File: src/hw/rtl/rss_pkg.sv
package rss_pkg;

  localparam int unsigned MAX_WIDTH = 1024;
  localparam int unsigned MAX_ROWS  = 1024;

  localparam int unsigned TABLE_DEPTH = 256;
  localparam int unsigned BYTE_W      = 8;
  localparam int unsigned COL_W       = 10;
  localparam int unsigned ROW_W       = 10;
  localparam int unsigned REM_W       = 9;
  localparam int unsigned CLIP_L_W    = 10;
  localparam int unsigned CLIP_R_W    = 11;
  localparam int unsigned CFG_DATA_W  = 11;
  localparam int unsigned CFG_IDX_W   = 1;

  localparam int unsigned IN_TDATA_W  = 32;
  localparam int unsigned IN_TUSER_W  = 3;
  localparam int unsigned OUT_TDATA_W = 32;
  localparam int unsigned OUT_TUSER_W = 2;

  localparam logic [CLIP_R_W-1:0] CLIP_RIGHT_RST = 11'd1024;

  localparam logic [CFG_IDX_W-1:0] CFG_CLIP_LEFT  = 1'd0;
  localparam logic [CFG_IDX_W-1:0] CFG_CLIP_RIGHT = 1'd1;

  // run opcode boundaries
  localparam logic [7:0] OP_LIT_MAX     = 8'd127;
  localparam logic [7:0] OP_SIDE_MAX    = 8'd159;
  localparam logic [7:0] OP_SHADOW_MAX  = 8'd191;
  localparam logic [7:0] OP_CNT_LIT     = 8'd192;
  localparam logic [7:0] OP_CNT_LIT_PAD = 8'd193;
  localparam logic [7:0] OP_CNT_SIDE    = 8'd194;
  localparam logic [7:0] OP_CNT_SHADOW  = 8'd195;
  localparam logic [7:0] OP_SKIP        = 8'd196;
  localparam logic [7:0] OP_END_SCAN    = 8'd197;

  typedef enum logic [2:0] {
    FUNC_RECORD    = 3'd0,
    FUNC_SRC_BYTE  = 3'd1,
    FUNC_DST_BYTE  = 3'd2,
    FUNC_SIDE_WR   = 3'd3,
    FUNC_SHADOW_WR = 3'd4
  } func_e;

  typedef enum logic [2:0] {
    RUN_IDLE   = 3'd0,
    RUN_LIT    = 3'd1,
    RUN_SIDE   = 3'd2,
    RUN_SHADOW = 3'd3,
    RUN_SKIP   = 3'd4
  } run_kind_e;

  typedef enum logic [1:0] {
    RES_PIXEL   = 2'd0,
    RES_END_ROW = 2'd1,
    RES_UNKNOWN = 2'd2
  } res_kind_e;

  typedef enum logic [1:0] {
    PIX_BYTE   = 2'd0,
    PIX_SIDE   = 2'd1,
    PIX_SHADOW = 2'd2
  } pix_sel_e;

  typedef struct packed {
    res_kind_e         kind;
    logic [COL_W-1:0]  column;
    logic [ROW_W-1:0]  row;
    logic [BYTE_W-1:0] raw;
    pix_sel_e          sel;
  } lookup_t;

endpackage

File: src/hw/rtl/rss_ram.sv
module rss_ram #(
  parameter int unsigned WIDTH = rss_pkg::BYTE_W,
  parameter int unsigned DEPTH = rss_pkg::TABLE_DEPTH
) (
  input  logic                     clk_i,
  input  logic                     we_i,
  input  logic [$clog2(DEPTH)-1:0] waddr_i,
  input  logic [WIDTH-1:0]         wdata_i,
  input  logic                     re_i,
  input  logic [$clog2(DEPTH)-1:0] raddr_i,
  output logic [WIDTH-1:0]         rdata_o
);

  logic [WIDTH-1:0] mem_q [DEPTH];
  logic [WIDTH-1:0] rdata_q;

  always_ff @(posedge clk_i) begin
    if (we_i) begin
      mem_q[waddr_i] <= wdata_i;
    end
    if (re_i) begin
      rdata_q <= mem_q[raddr_i];
    end
  end

  assign rdata_o = rdata_q;

endmodule
File: config.mk
export PLATFORM = sky130hd
export DESIGN_NAME = rss_ram
export DESIGN_NICKNAME = d
export VERILOG_FILES = /design/src/hw/rtl/rss_pkg.sv /design/src/hw/rtl/rss_ram.sv
export SDC_FILE = /design/constraint.sdc
export NUM_CORES = 2
export LEC_CHECK = 0
export CORE_ASPECT_RATIO = 2
export CORE_MARGIN = 3
export CORE_UTILIZATION = 50
export DETAILED_ROUTE_END_ITERATION = 16
export DONT_BUFFER_PORTS = 1
export PLACE_DENSITY = 0.75
export SLEW_MARGIN = 30
export SYNTH_ARGS = -nofsm -noshare
export SYNTH_HDL_FRONTEND = slang
export SYNTH_SLANG_ARGS = --single-unit
File: constraint.sdc
create_clock -name clk_i -period 4.61 [get_ports clk_i]
set_input_delay 0.6915 -clock clk_i [delete_from_list [all_inputs] [get_ports clk_i]]
set_output_delay 0.6915 -clock clk_i [all_outputs]
set_load 0.01 [all_outputs]
# Yosys cells after proc, flatten, opt, wreduce, memory -nomap -nowiden

Memory sizes are Yosys's and may differ from the RTL's. A register that Yosys moved wholly into a read port is not among the register bits.
Index checks and enable logic that the tools add are counted.

Shift-type cells: 0
Divide/modulo/power cells: 0
Bitwise logic cells: 0
Add/sub/neg operators: 0
Magnitude comparators: 0
Equality and inequality tests: 0
Reduce and logical (&&, ||, !) cells: 0
$mul: 0
Multiplexer cells: 2

Operator list:

| operator | number |
|---|---|
| $mux 1   | 2 |

Bits in latches: 0
RAM bits: 2,048
Bits in registers: 0
Memory bits (read-only): 0
Word-level logic and storage cells: 3
Input port bits: 27
Memories: 1

Memories:

| memory | words | bits a word | rd ports | clocked after memory_dff | wr ports | line          | RTL |
|---|---|---|---|---|---|---|---|
| mem_q  | 256   | 8           | 1        | 1                        | 1        | rss_ram.sv:14 | `logic [WIDTH-1:0] mem_q [DEPTH];` |

# Depth between registers and ports, before layout

Depth in word-level cells: 2
Mapped depth: 11
Mapped depth without buffers: 6

# Worst setup path after synthesis

No wires, ideal clock.

Kind: input -> register
Start: input raddr_i[0]
End: register rdata_q[2] (netlist: rdata_o[2]) (read register of mem_q), data pin
Data arrival time: 2.499 ns
Path slack: 1.842 ns
Stages: 9
Library setup time: 0.269 ns
Required time: 4.341 ns
Buffers on the path: 4
Cells stage by stage: buf_6 -> buf_12 -> buf_8 -> buf_2 -> mux4_2 -> a22oi_1 -> a21oi_1 -> nor4_1 -> nor4_2

RTL lines:

| what            | line          | RTL |
|---|---|---|
| start, declared | rss_ram.sv:10 | `input logic [$clog2(DEPTH)-1:0] raddr_i,` |
| end, declared   | rss_ram.sv:15 | `logic [WIDTH-1:0] rdata_q;` |

==> qor.log <==
[logic_synthesis] fraction of synthesized cell area taken by the top area cell type 77.5%
[sta] period utilisation layout 90.5%
[sta] Fin Setup TNS 0 ns
[sta] setup repair after global routing missed its margin false
[global_route] first-pass GRT wire length 278000 µm
[clocking] buffer levels on the longest clock path 4
[sta] fin. max-slew vios 0
[logic_synthesis] Synth area leaders edfxtp_1 78%, mux4_2 13%, mux2i_1 1.7%
[clocking] CTS H-tree lvls 4
[layout] post-route core utilization 55.2%
[clocking] # clock sinks 2056
[clocking] library cell used as clock root buffer clkbuf_16
[floorplanning] floorplan row count 206
[sta] time the final worst path needs with I/O delays and setup 4.17 ns
[placement] port bufs 0
[routing] number of nets with antenna violations after detailed routing 0
[logic_synthesis] post-synthesis sequential element count 2056
[sta] number of failing setup endpoints in the final timing report 0
[layout] share of final-layout standard cells stronger than drive strength 1 21.4%
[placement] final estimated routing congestion in global placement 0.869
[worst_setup_path] Crit Path Max Fanout 91
[power_and_ir_drop] pwr dens 415 nW/µm²
[floorplanning] core area 158000 µm²
[global_route] via count of the first global-routing pass 39700
[worst_setup_path] required time of the critical path 5.15 ns
[logic_synthesis] synthesized area per cell 21.3 µm²
[sta] headroom to the max-slew limit 17.5%
[layout] Layout Nets 3795
[logic_synthesis] summed instance area of the synthesized netlist 79600 µm²
[routing] wirelength, routed 193000 µm
[clocking] CTS Buf Count 165
[floorplanning] chip height 570 µm
[placement] half-perimeter wire length of the detailed placement result 115000 µm
[logic_synthesis] proportion of synthesized chip area in sequential cells 77.5%
[routing] first-iteration detailed-routing DRC count 4518
[placement] placed inst area 81600 µm²
[logic_synthesis] ys async rst share 0%
[floorplanning] die outline area 164000 µm²
[clocking] clock insertion delay at the later pin of the skew report 0.81 ns
[sta] peak clock frequency supported by timing 0.240 GHz
[logic_synthesis] number of enable flip-flop cells after synthesis 2056
[global_route] total congestion overflow after global routing 0
[floorplanning] initial standard-cell utilization of the core 50.4%
[floorplanning] I/O pins 35
[global_route] maximum number of pins on one net before global-route repair 579
[layout] relative area change from synthesis to final layout 9.60%
[routing] number of vias per cell after detailed routing 6.42
[routing] number of iterations in the first detailed-routing pass 6
[worst_setup_path] kind of launch point of the worst setup path primary input
[floorplanning] Die W 288 µm
[clocking] clock transition time at the flip-flop clock pins of the worst setup and hold paths 0.07 ns
[routing] mean routed wirelength per cell 32.2 µm
[sta] Hold Fails Final Rpt 0
[logic_synthesis] total nets after synthesis 3760
[worst_setup_path] Arrival @ worst endpoint 4.71 ns
[global_route] initial antenna violation count 1
[clocking] number of setup buffers added after CTS 0
[power_and_ir_drop] IR Drop Worst-Case VDD 0.337 mV
[logic_synthesis] synthesized netlist cell count 3733
[routing] via count 38400
[clocking] TritonCTS clock tree built
[worst_setup_path] critical path class primary input to register
[global_route] global-route total usage across every layer 23.5%
[logic_synthesis] number of warnings printed during yosys synthesis 0
[layout] leading cell types in the layout, fill and taps excluded 2056 x edfxtp_1, 454 x mux4_2, 272 x nor2_1
[layout] post-route design area 87300 µm²
[worst_setup_path] endpoint kind of the worst setup timing path register
[sta] Slew @ Worst Pin 1.24 ns
[layout] leading cell type in the layout, fill and taps excluded edfxtp_1
[flow_run] max-cap viol count 0
[logic_synthesis] post-synthesis cell type with the largest combined area edfxtp_1
[sta] skew final 0.0346 ns
[routing] DR DRC count 0
[logic_synthesis] Synth cell types 54
[hold_path] path category of the worst min-delay check primary input to register
[logic_synthesis] Main synth FF type edfxtp_1
[status] status completed
[power_and_ir_drop] leakage power 26.5 nW
timing repair:
action | in CTS | in global routing
setup endpoints to repair | 0 | 7
hold endpoints to repair | 52 | 0
resized for setup | 0 | 1
hold buffers | 6 | 0
cell usage after synthesis, drive strengths merged (6+ instances only):
| cell type | number |
|---|---|
| a211oi | 16 |
| a21oi | 96 |
| a221oi | 14 |
| a22o | 8 |
| a22oi | 133 |
| and2 | 6 |
| buf | 122 |
| clkbuf | 111 |
| edfxtp | 2056 |
| mux2i | 134 |
| mux4 | 456 |
| nand2 | 33 |
| nand2b | 8 |
| nand3 | 34 |
| nand4 | 10 |
| nor2 | 282 |
| nor2b | 31 |
| nor3 | 22 |
| nor4 | 27 |
| o211ai | 10 |
| o21ai | 12 |
| o221ai | 47 |
| o22ai | 28 |
power breakdown:
part / total (mW) / internal, mW / switching, mW
Sequential: 20.6 / 20.6 / 0.0380
Clock: 14.2 / 7.86 / 6.37
Combinational: 1.36 / 0.590 / 0.767
Total: 36.2 / 29.1 / 7.17
cell type report:
type                    count  area, µm²
fillers                 11200      70700
clock inverters            99       1060
inverters                   2       7.51
well taps                2080       2600
flip-flops and latches   2056      61700
diodes                      3       7.51
repair buffers            101        980
multi-input cells        1442      16600
clock buffers             191       4270
state kept, by name (all words and copies together), names as in the netlist:
name and flops:
rdata_o 8, mem_q 2048
cells by family (layout without fill, tap and decap cells):
kind of cell / count (synthesis) / in the layout / share of synthesized area, %
compound gates: 385 / 385 / 3.42
buf+inv: 235 / 393 / 1.83
flops: 2056 / 2056 / 77.5
mux: 591 / 591 / 14.6
other cells: 0 / 3 / 0
simple gates: 466 / 466 / 2.63
routing by layer:
layer  wire length [µm]  vias up  GRT usage [%]
li1                   -    15700              -
met1              60400    20100           26.5
met2             103000     2082           41.6
met3              15100      527           3.96
met4              13600        0           14.2
met5                  0        -              0
final timing paths:
| kind | from | end | slack [ns] | cells past startpoint |
|---|---|---|---|---|
| max | raddr_i[0] | rdata_o[3] | 0.44 | 9 |
| min | wdata_i[2] | mem_q[111][2] | 0.05 | 0 |
| max reg2reg | mem_q[211][5] | rdata_o[5] | 1.36 | 6 |
| min reg2reg | mem_q[46][6] | rdata_o[6] | 1.16 | 5 |
stage by stage:
step	hold slack [ns]	setup WS, ns	power [mW]	std cells
floorplan	0.790	1.84	22.0	3733
global placement	0.819	0.219	22.2	5662
detailed placement	0.819	0.842	22.2	5667
CTS	0.000184	1.50	36.1	5963
global route	0.0152	0.168	37.1	5972
finish	0.0501	0.436	36.2	5974
critical path, cell delays in order:
cell      delay [ns]
buf_16          0.37
buf_16          0.38
buf_16          0.47
buf_16          0.45
mux4_2          0.59
a221oi_1        0.69
o32ai_1         0.28
nor3_2          0.45
nor4_1          0.14
No activity file was read; power rests on OpenSTA's default activity.
